[config.mk]
export PLATFORM = sky130hd
export DESIGN_NAME = moving_average_moisture_percent_unit
export DESIGN_NICKNAME = d
export VERILOG_FILES = /design/src/design/mamp_pkg.sv /design/src/design/moving_average_moisture_percent_unit.sv /design/src/design/mamp_ring.sv /design/src/design/mamp_div.sv
export SDC_FILE = /design/constraint.sdc
export NUM_CORES = 1
export LEC_CHECK = 0
export BUFFER_PORTS_ARGS = -buffer_cell sky130_fd_sc_hd__buf_2
export CAP_MARGIN = 15
export CELL_PAD_IN_SITES_DETAIL_PLACEMENT = 1
export CELL_PAD_IN_SITES_GLOBAL_PLACEMENT = 1
export CORE_ASPECT_RATIO = 1.5
export CORE_MARGIN = 2
export CORE_UTILIZATION = 35
export CTS_CLUSTER_SIZE = 14
export DETAILED_ROUTE_END_ITERATION = 10
export PLACE_DENSITY_LB_ADDON = 0.1
export SETUP_SLACK_MARGIN = 0.1
export SYNTH_ARGS = -nofsm -noshare
export SYNTH_HDL_FRONTEND = slang
export SYNTH_SLANG_ARGS = --single-unit
[constraint.sdc]
create_clock -name aclk -period 6.4 [get_ports aclk]
set_input_delay 0.64 -clock aclk [delete_from_list [all_inputs] [get_ports aclk]]
set_output_delay 0.64 -clock aclk [all_outputs]
set_load 0.02 [all_outputs]
[src/design/mamp_pkg.sv]
package mamp_pkg;

    localparam int WINDOW_DEF  = 10;
    localparam int SAMPLE_W    = 12;
    localparam int SUM_W       = 16;
    localparam int LEVEL_W     = 12;
    localparam int PCT_W       = 7;
    localparam int S_TDATA_W   = 16;
    localparam int M_TDATA_W   = 24;
    localparam int CFG_ADDR_W  = 1;
    localparam int CFG_DATA_W  = 12;

    // The quotient unit maps the clamped level to a percentage; its dividend
    // is the offset from dry times one hundred.
    localparam int DIVIDEND_W  = 19;
    localparam int DIVISOR_W   = 12;

    localparam logic [LEVEL_W-1:0] DRY_RESET = 12'd4095;
    localparam logic [LEVEL_W-1:0] WET_RESET = 12'd1030;
    localparam logic [PCT_W-1:0]   PCT_SCALE = 7'd100;

    localparam logic [CFG_ADDR_W-1:0] REG_DRY = 1'b0;
    localparam logic [CFG_ADDR_W-1:0] REG_WET = 1'b1;

    typedef struct packed {
        logic done;
        logic emit;
    } ring_stat_t;

    typedef struct packed {
        logic                  start;
        logic [DIVIDEND_W-1:0] dividend;
        logic [DIVISOR_W-1:0]  divisor;
    } div_req_t;

    typedef struct packed {
        logic                  done;
        logic [DIVIDEND_W-1:0] quotient;
    } div_rsp_t;

endpackage

[src/design/moving_average_moisture_percent_unit.sv]
// Channel  | Direction | Handshake                  | Payload
// s_       | in        | s_tvalid / s_tready        | s_tdata[11:0] sample
// m_       | out       | m_tvalid / m_tready        | m_tdata[6:0] percent, [18:7] level
// cfg_     | in        | cfg_we (no back-pressure)  | cfg_addr index, cfg_wdata value
//
// A priming sample closes the input for one cycle. A sample that gives a result goes through
// the ring read and write-back, a reciprocal multiply for the average, the clamp and, when
// wet is below dry, the bit-serial percent divider, and then raises m_tvalid. The input
// reopens as m_tvalid rises, so a new sample is taken only once the last one is through.
// Only a full output register with m_tready low stalls the block.
// Reset is synchronous and active low and needs no clearing pass.
module moving_average_moisture_percent_unit
    import mamp_pkg::*;
#(
    parameter int WINDOW = WINDOW_DEF
) (
    input  logic                  aclk,
    input  logic                  aresetn,
    input  logic                  s_tvalid,
    output logic                  s_tready,
    input  logic [S_TDATA_W-1:0]  s_tdata,   // [11:0] sample, rest zero
    output logic                  m_tvalid,
    input  logic                  m_tready,
    output logic [M_TDATA_W-1:0]  m_tdata,   // [6:0] moisture_percent, [18:7] smoothed_level
    input  logic                  cfg_we,
    input  logic [CFG_ADDR_W-1:0] cfg_addr,
    input  logic [CFG_DATA_W-1:0] cfg_wdata
);

    localparam logic [2:0] S_IDLE = 3'd0;
    localparam logic [2:0] S_RING = 3'd1;
    localparam logic [2:0] S_AVG  = 3'd2;
    localparam logic [2:0] S_MAP  = 3'd3;
    localparam logic [2:0] S_PCT  = 3'd4;
    localparam logic [2:0] S_FIN  = 3'd5;

    localparam int PAD_W = M_TDATA_W - LEVEL_W - PCT_W;

    // The sum divided by WINDOW is exact as a multiply by the rounded-up
    // reciprocal and a right shift, for every sum that fits in SUM_W bits.
    localparam int AVG_SHIFT     = SUM_W + $clog2(WINDOW);
    localparam int RECIP_W       = SUM_W + 1;
    localparam int PROD_W        = SUM_W + RECIP_W;
    localparam int AVG_RECIP_INT = ((1 << AVG_SHIFT) + WINDOW - 1) / WINDOW;
    localparam logic [RECIP_W-1:0] AVG_RECIP = RECIP_W'(AVG_RECIP_INT);

    logic [2:0]           state_reg, state_next;
    logic [LEVEL_W-1:0]   dry_reg;
    logic [LEVEL_W-1:0]   wet_reg;
    logic [SUM_W-1:0]     avg_reg, avg_next;
    logic [LEVEL_W-1:0]   level_reg, level_next;
    logic [PCT_W-1:0]     pct_reg, pct_next;
    logic                 m_tvalid_reg, m_tvalid_next;
    logic [M_TDATA_W-1:0] m_tdata_reg, m_tdata_next;

    ring_stat_t           ring_stat;
    logic [SUM_W-1:0]     ring_sum;
    div_req_t             div_req;
    div_rsp_t             div_rsp;
    logic                 in_xfer;
    logic [LEVEL_W-1:0]   offset;
    logic [PROD_W-1:0]    avg_prod;
    logic [SUM_W-1:0]     avg_quot;

    assign s_tready = (state_reg == S_IDLE);
    assign in_xfer  = s_tvalid && s_tready;
    assign offset   = dry_reg - level_reg;
    assign avg_prod = PROD_W'(ring_sum) * PROD_W'(AVG_RECIP);
    assign avg_quot = SUM_W'(avg_prod >> AVG_SHIFT);

    mamp_ring #(
        .WINDOW (WINDOW)
    ) u_ring (
        .aclk      (aclk),
        .aresetn   (aresetn),
        .in_valid  (in_xfer),
        .in_sample (s_tdata[SAMPLE_W-1:0]),
        .stat      (ring_stat),
        .sum       (ring_sum)
    );

    mamp_div u_div (
        .aclk    (aclk),
        .aresetn (aresetn),
        .req     (div_req),
        .rsp     (div_rsp)
    );

    always_comb begin
        state_next       = state_reg;
        avg_next         = avg_reg;
        level_next       = level_reg;
        pct_next         = pct_reg;
        m_tdata_next     = m_tdata_reg;
        m_tvalid_next    = m_tvalid_reg && !m_tready;
        div_req.start    = 1'b0;
        div_req.dividend = '0;
        div_req.divisor  = '0;
        unique case (state_reg)
            S_IDLE: begin
                if (in_xfer) begin
                    state_next = S_RING;
                end
            end
            S_RING: begin
                if (ring_stat.done) begin
                    if (ring_stat.emit) begin
                        avg_next   = avg_quot;
                        state_next = S_AVG;
                    end else begin
                        state_next = S_IDLE;
                    end
                end
            end
            S_AVG: begin
                // An average above dry wins over one below wet.
                if (avg_reg > SUM_W'(dry_reg)) begin
                    level_next = dry_reg;
                end else if (avg_reg < SUM_W'(wet_reg)) begin
                    level_next = wet_reg;
                end else begin
                    level_next = avg_reg[LEVEL_W-1:0];
                end
                state_next = S_MAP;
            end
            S_MAP: begin
                if (wet_reg < dry_reg) begin
                    div_req.start    = 1'b1;
                    div_req.dividend = DIVIDEND_W'(offset) * DIVIDEND_W'(PCT_SCALE);
                    div_req.divisor  = dry_reg - wet_reg;
                    state_next       = S_PCT;
                end else begin
                    pct_next   = '0;
                    state_next = S_FIN;
                end
            end
            S_PCT: begin
                if (div_rsp.done) begin
                    pct_next   = div_rsp.quotient[PCT_W-1:0];
                    state_next = S_FIN;
                end
            end
            S_FIN: begin
                if (!m_tvalid_reg || m_tready) begin
                    m_tvalid_next = 1'b1;
                    m_tdata_next  = {{PAD_W{1'b0}}, level_reg, pct_reg};
                    state_next    = S_IDLE;
                end
            end
            default: begin
                state_next = S_IDLE;
            end
        endcase
    end

    always_ff @(posedge aclk) begin
        avg_reg     <= avg_next;
        level_reg   <= level_next;
        pct_reg     <= pct_next;
        m_tdata_reg <= m_tdata_next;
        if (!aresetn) begin
            state_reg    <= S_IDLE;
            m_tvalid_reg <= 1'b0;
            dry_reg      <= DRY_RESET;
            wet_reg      <= WET_RESET;
        end else begin
            state_reg    <= state_next;
            m_tvalid_reg <= m_tvalid_next;
            if (cfg_we) begin
                unique case (cfg_addr)
                    REG_DRY: dry_reg <= cfg_wdata;
                    REG_WET: wet_reg <= cfg_wdata;
                    default: ;
                endcase
            end
        end
    end

    assign m_tvalid = m_tvalid_reg;
    assign m_tdata  = m_tdata_reg;

endmodule

[src/design/mamp_ring.sv]
module mamp_ring
    import mamp_pkg::*;
#(
    parameter int WINDOW = WINDOW_DEF
) (
    input  logic                aclk,
    input  logic                aresetn,
    input  logic                in_valid,
    input  logic [SAMPLE_W-1:0] in_sample,
    output ring_stat_t          stat,
    output logic [SUM_W-1:0]    sum
);

    localparam int PW = (WINDOW > 1) ? $clog2(WINDOW) : 1;
    localparam int CW = $clog2(WINDOW + 1);

    logic [SAMPLE_W-1:0] ring_mem [WINDOW];

    logic [CW-1:0]       prime_cnt_reg, prime_cnt_next;
    logic [PW-1:0]       slot_reg, slot_next;
    logic [SUM_W-1:0]    sum_reg, sum_next;
    logic                pend_reg, pend_next;
    logic                done_reg, done_next;
    logic                emit_reg, emit_next;
    logic [SAMPLE_W-1:0] samp_reg;
    logic [SAMPLE_W-1:0] rd_data_reg;

    logic                priming;
    logic                mem_we;
    logic                mem_re;
    logic [PW-1:0]       mem_waddr;
    logic [SAMPLE_W-1:0] mem_wdata;

    assign priming   = prime_cnt_reg < CW'(WINDOW);
    assign mem_we    = (in_valid && priming) || pend_reg;
    assign mem_re    = in_valid && !priming;
    assign mem_waddr = pend_reg ? slot_reg : prime_cnt_reg[PW-1:0];
    assign mem_wdata = pend_reg ? samp_reg : in_sample;

    // The oldest entry is read in the cycle before it is overwritten; items are
    // taken one at a time, so the read and the write of a slot never overlap.
    always_ff @(posedge aclk) begin
        if (mem_we) begin
            ring_mem[mem_waddr] <= mem_wdata;
        end
        if (mem_re) begin
            rd_data_reg <= ring_mem[slot_reg];
        end
        if (in_valid) begin
            samp_reg <= in_sample;
        end
    end

    always_comb begin
        prime_cnt_next = prime_cnt_reg;
        slot_next      = slot_reg;
        sum_next       = sum_reg;
        pend_next      = 1'b0;
        done_next      = 1'b0;
        emit_next      = 1'b0;
        if (pend_reg) begin
            sum_next  = sum_reg - SUM_W'(rd_data_reg) + SUM_W'(samp_reg);
            slot_next = (slot_reg == PW'(WINDOW - 1)) ? '0 : slot_reg + 1'b1;
            done_next = 1'b1;
            emit_next = 1'b1;
        end else if (in_valid) begin
            if (priming) begin
                sum_next       = sum_reg + SUM_W'(in_sample);
                prime_cnt_next = prime_cnt_reg + 1'b1;
                slot_next      = '0;
                done_next      = 1'b1;
            end else begin
                pend_next = 1'b1;
            end
        end
    end

    always_ff @(posedge aclk) begin
        if (!aresetn) begin
            prime_cnt_reg <= '0;
            slot_reg      <= '0;
            sum_reg       <= '0;
            pend_reg      <= 1'b0;
            done_reg      <= 1'b0;
            emit_reg      <= 1'b0;
        end else begin
            prime_cnt_reg <= prime_cnt_next;
            slot_reg      <= slot_next;
            sum_reg       <= sum_next;
            pend_reg      <= pend_next;
            done_reg      <= done_next;
            emit_reg      <= emit_next;
        end
    end

    assign stat.done = done_reg;
    assign stat.emit = emit_reg;
    assign sum       = sum_reg;

endmodule

[src/design/mamp_div.sv]
module mamp_div
    import mamp_pkg::*;
(
    input  logic     aclk,
    input  logic     aresetn,
    input  div_req_t req,
    output div_rsp_t rsp
);

    localparam int CNT_W = $clog2(DIVIDEND_W + 1);

    logic [DIVISOR_W-1:0]  rem_reg, rem_next;
    logic [DIVIDEND_W-1:0] quo_reg, quo_next;
    logic [DIVISOR_W-1:0]  dvs_reg, dvs_next;
    logic [CNT_W-1:0]      cnt_reg, cnt_next;
    logic                  busy_reg, busy_next;
    logic                  done_reg, done_next;

    logic [DIVISOR_W:0]    rem_sh;
    logic [DIVISOR_W:0]    rem_sub;
    logic                  fits;

    // Restoring division, one quotient bit per cycle from the top down.
    assign rem_sh  = {rem_reg, quo_reg[DIVIDEND_W-1]};
    assign fits    = rem_sh >= {1'b0, dvs_reg};
    assign rem_sub = rem_sh - {1'b0, dvs_reg};

    always_comb begin
        rem_next  = rem_reg;
        quo_next  = quo_reg;
        dvs_next  = dvs_reg;
        cnt_next  = cnt_reg;
        busy_next = busy_reg;
        done_next = 1'b0;
        if (req.start) begin
            rem_next  = '0;
            quo_next  = req.dividend;
            dvs_next  = req.divisor;
            cnt_next  = CNT_W'(DIVIDEND_W);
            busy_next = 1'b1;
        end else if (busy_reg) begin
            rem_next = fits ? rem_sub[DIVISOR_W-1:0] : rem_sh[DIVISOR_W-1:0];
            quo_next = {quo_reg[DIVIDEND_W-2:0], fits};
            cnt_next = cnt_reg - 1'b1;
            if (cnt_reg == CNT_W'(1)) begin
                busy_next = 1'b0;
                done_next = 1'b1;
            end
        end
    end

    always_ff @(posedge aclk) begin
        rem_reg <= rem_next;
        quo_reg <= quo_next;
        dvs_reg <= dvs_next;
        if (!aresetn) begin
            cnt_reg  <= '0;
            busy_reg <= 1'b0;
            done_reg <= 1'b0;
        end else begin
            cnt_reg  <= cnt_next;
            busy_reg <= busy_next;
            done_reg <= done_next;
        end
    end

    assign rsp.done     = done_reg;
    assign rsp.quotient = quo_reg;

endmodule

==> flow_metrics.env <==
export IMPL_pin_count=60
export IMPL_die_x_um=205
export IMPL_fin_ws_ns=0.456
export IMPL_ys_types=80
export IMPL_drtIter0Drc=447
export IMPL_setup_violations=0
export IMPL_antenna_left=0
export IMPL_timing_final_crit_period_ns=5.94
export IMPL_max_freq_ghz=0.168
export IMPL_r2r_slack_ns=0.46
export IMPL_initial_core_util_pct=35.4
export IMPL_vias_per_cell=5.10
export IMPL_syn_to_final_growth_pct=11.6
export IMPL_die_area_sq_um=62700
export IMPL_leakagePower_nw=10.2
export IMPL_async_flop_share_pct=0
export IMPL_tightest_slew_ns=1.11
export IMPL_ctsResizeCount=0
export IMPL_pre_cts_slack_ns=0.358
export IMPL_avgSynthCellArea_sq_um=10.8
export IMPL_num_nets_final=2435
export IMPL_cp_end_kind="flip-flop"
export IMPL_grt_pass1_vias=15700
export IMPL_hp_start="s_tdata[1]"
export IMPL_syn_inst=1970
export IMPL_row_count=110
export IMPL_place_congestion=0.855
export IMPL_drv_cap=0
export IMPL_drv_slew=0
export IMPL_root_buffer="clkbuf_16"
export IMPL_ys_ff_latch=300
export IMPL_wl_per_cell_um=20.3
export IMPL_layout_drive_gt1_share_pct=10.0
export IMPL_tns_ns=0
export IMPL_internal_power_mw=4.23
export IMPL_status="finished clean"
export IMPL_grt_setup_unrepaired="no"
export IMPL_clk_pin_slew_ns=0.06
export IMPL_p_seq_share_pct=33.7
export IMPL_layout_commonest_cell="inv_1"
export IMPL_crit_end="avg_reg[10]"
export IMPL_cp_max_fo=8
export IMPL_peakVddDrop_mv=0.239
export IMPL_grt_start_max_net_pins=59
export IMPL_worstSetupStartpointType="flip-flop"
export IMPL_seq_area_frac_synth_pct=39.0
export IMPL_pwr_share_clk_pct=31.9
export IMPL_maxSlewHeadroom_pct=25.8
export IMPL_finalHoldViolCount=0
export IMPL_yosysWarnings=0
export IMPL_timing_final_crit_share_pct=92.9
export IMPL_place_area_sq_um=22500
export IMPL_post_dp_hpwl_um=45700
export IMPL_cts_buffers=34
export IMPL_rr_startpoint="u_ring.sum[3]"
export IMPL_clock_skew_ns=0.0262
export IMPL_power_frac_comb_pct=34.4
export IMPL_worstSetupPathType="flip-flop to flip-flop"
export IMPL_num_vias=14500
export IMPL_dr_pass1_iters=6
export IMPL_port_buffers=50
export IMPL_ys_flop_type="edfxtp_1"
export IMPL_hold_buffers=0
export IMPL_power_density_nw_per_um2=273
export IMPL_holdWs_ns=0.305
export IMPL_power_switching_mw=2.24
export IMPL_grt_antenna_before_repair=3
export IMPL_grt_remaining_overflow=0
export IMPL_clock_sinks=300
export IMPL_cts_buffer_depth=3
export IMPL_worstPathRequired_ns=6.69
export IMPL_min_path_type="input pin to flip-flop"
export IMPL_swShare_pct=34.6
export IMPL_post_cts_buffers=0
export IMPL_startpoint="u_ring.sum[3]"
export IMPL_synth_edff_count=226
export IMPL_die_h_um=306
export IMPL_htreeDepth=2
export IMPL_r2r_end="avg_reg[10]"
export IMPL_design_area_sq_um=23700
export IMPL_mostFrequentLayoutCells="inv_1 (313), ha_1 (261), edfxtp_1 (226)"
export IMPL_clock_latency_ns=0.57
export IMPL_grt_first_pass_wirelength_um=90100
export IMPL_gr_usage_all_layers_pct=18.8
export IMPL_largest_reg_flops=120
export IMPL_reg2reg_depth=18
export IMPL_whs_path_depth=1
export IMPL_remaining_drc_errors=0
export IMPL_fp_coreArea_sq_um=60000
export IMPL_syn_cell_area_sq_um=21200
export IMPL_routed_wl_um=57900
export IMPL_tritoncts="done"
export IMPL_crit_arrival_ns=6.23
routing by layer:
layer / track usage [%] / vias up / wire length (um)
met5: 0 / - / 30
li1: - / 7023 / -
met1: 19.7 / 7254 / 21700
met3: 2.44 / 88 / 1470
met4: 6.58 / 4 / 2030
met2: 37.4 / 161 / 32600
critical path, cell delays in order, from the launching register on:
cell and delay (ns):
dfxtp_1 0.58, ha_1 0.31, inv_1 0.08, fa_1 0.51, inv_1 0.06, fa_1 0.52, fa_1 0.52, fa_1 0.54
inv_1 0.06, fa_1 0.53, inv_1 0.04, ha_1 0.36, nand4_2 0.15, or2_4 0.29, or2_2 0.29, o22ai_1 0.38
nor2_1 0.14, o21ai_0 0.24, xor2_1 0.09
worst min path at each step:
stage,to
final,u_ring.samp_reg[1]
after detailed placement,m_tdata[6]
after CTS,u_ring.samp_reg[1]
after floorplan,m_tdata[0]
after global placement,m_tdata[1]
after global routing,u_ring.samp_reg[1]
cell usage after synthesis, drive strengths merged, types with 15 or more instances:
cell,number,area share [%]
inv,314,5.6
mux2,15,0.80
nor2b,35,1.0
a31oi,17,0.50
o21a,21,0.74
edfxtp,226,32
mux4,25,2.7
mux2i,43,2.0
nor2,115,2.0
o21ai,75,1.8
buf,19,0.51
xnor2,43,1.8
nand3,15,0.35
a21o,18,0.64
a21oi,108,2.6
nor3,24,0.59
o211ai,25,0.88
xor2,41,1.7
nand2,126,2.2
clkbuf,40,0.71
ha,261,15
fa,102,9.6
dfxtp,74,7.0
a211oi,40,1.4
power groups by stage:
| stage | logic [mW] | registers, mW | clock network [mW] |
|---|---|---|---|
| after floorplan | 1.66 | 2.21 | 0 |
| after global placement | 2.23 | 2.22 | 0 |
| after detailed placement | 2.27 | 2.23 | 0 |
| after CTS | 2.29 | 2.18 | 2.13 |
| after global routing | 2.57 | 2.19 | 2.19 |
| final | 2.22 | 2.18 | 2.06 |
per-stage QoR:
stage	cells	util, %	power (mW)
after floorplan	1974	-	3.87
after global placement	2784	37.5	4.45
after detailed placement	2784	37.5	4.50
after CTS	2846	39.5	6.61
after global routing	2849	39.5	6.95
final	2849	39.5	6.47
final cells by class:
cell class	instances	area [sq um]
antenna	1	2.50
clock buffer	38	876
clock inverter	24	307
fill	6630	36300
inverter	316	1190
multi-input combinational	1299	11500
sequential	300	8270
tap	784	981
timing repair buffer	87	528
kinds of logic after synthesis:
group	synth area share, %
buffers and inverters	6.80
DFF	39.0
xor gates and xnor gates	3.47
other	0.0177
muxes	5.48
AOI/OAI and AO/OA	11.4
adders and majority gates	25.0
and+or+nand+nor	8.91
Power figures use the tool's default switching activity.
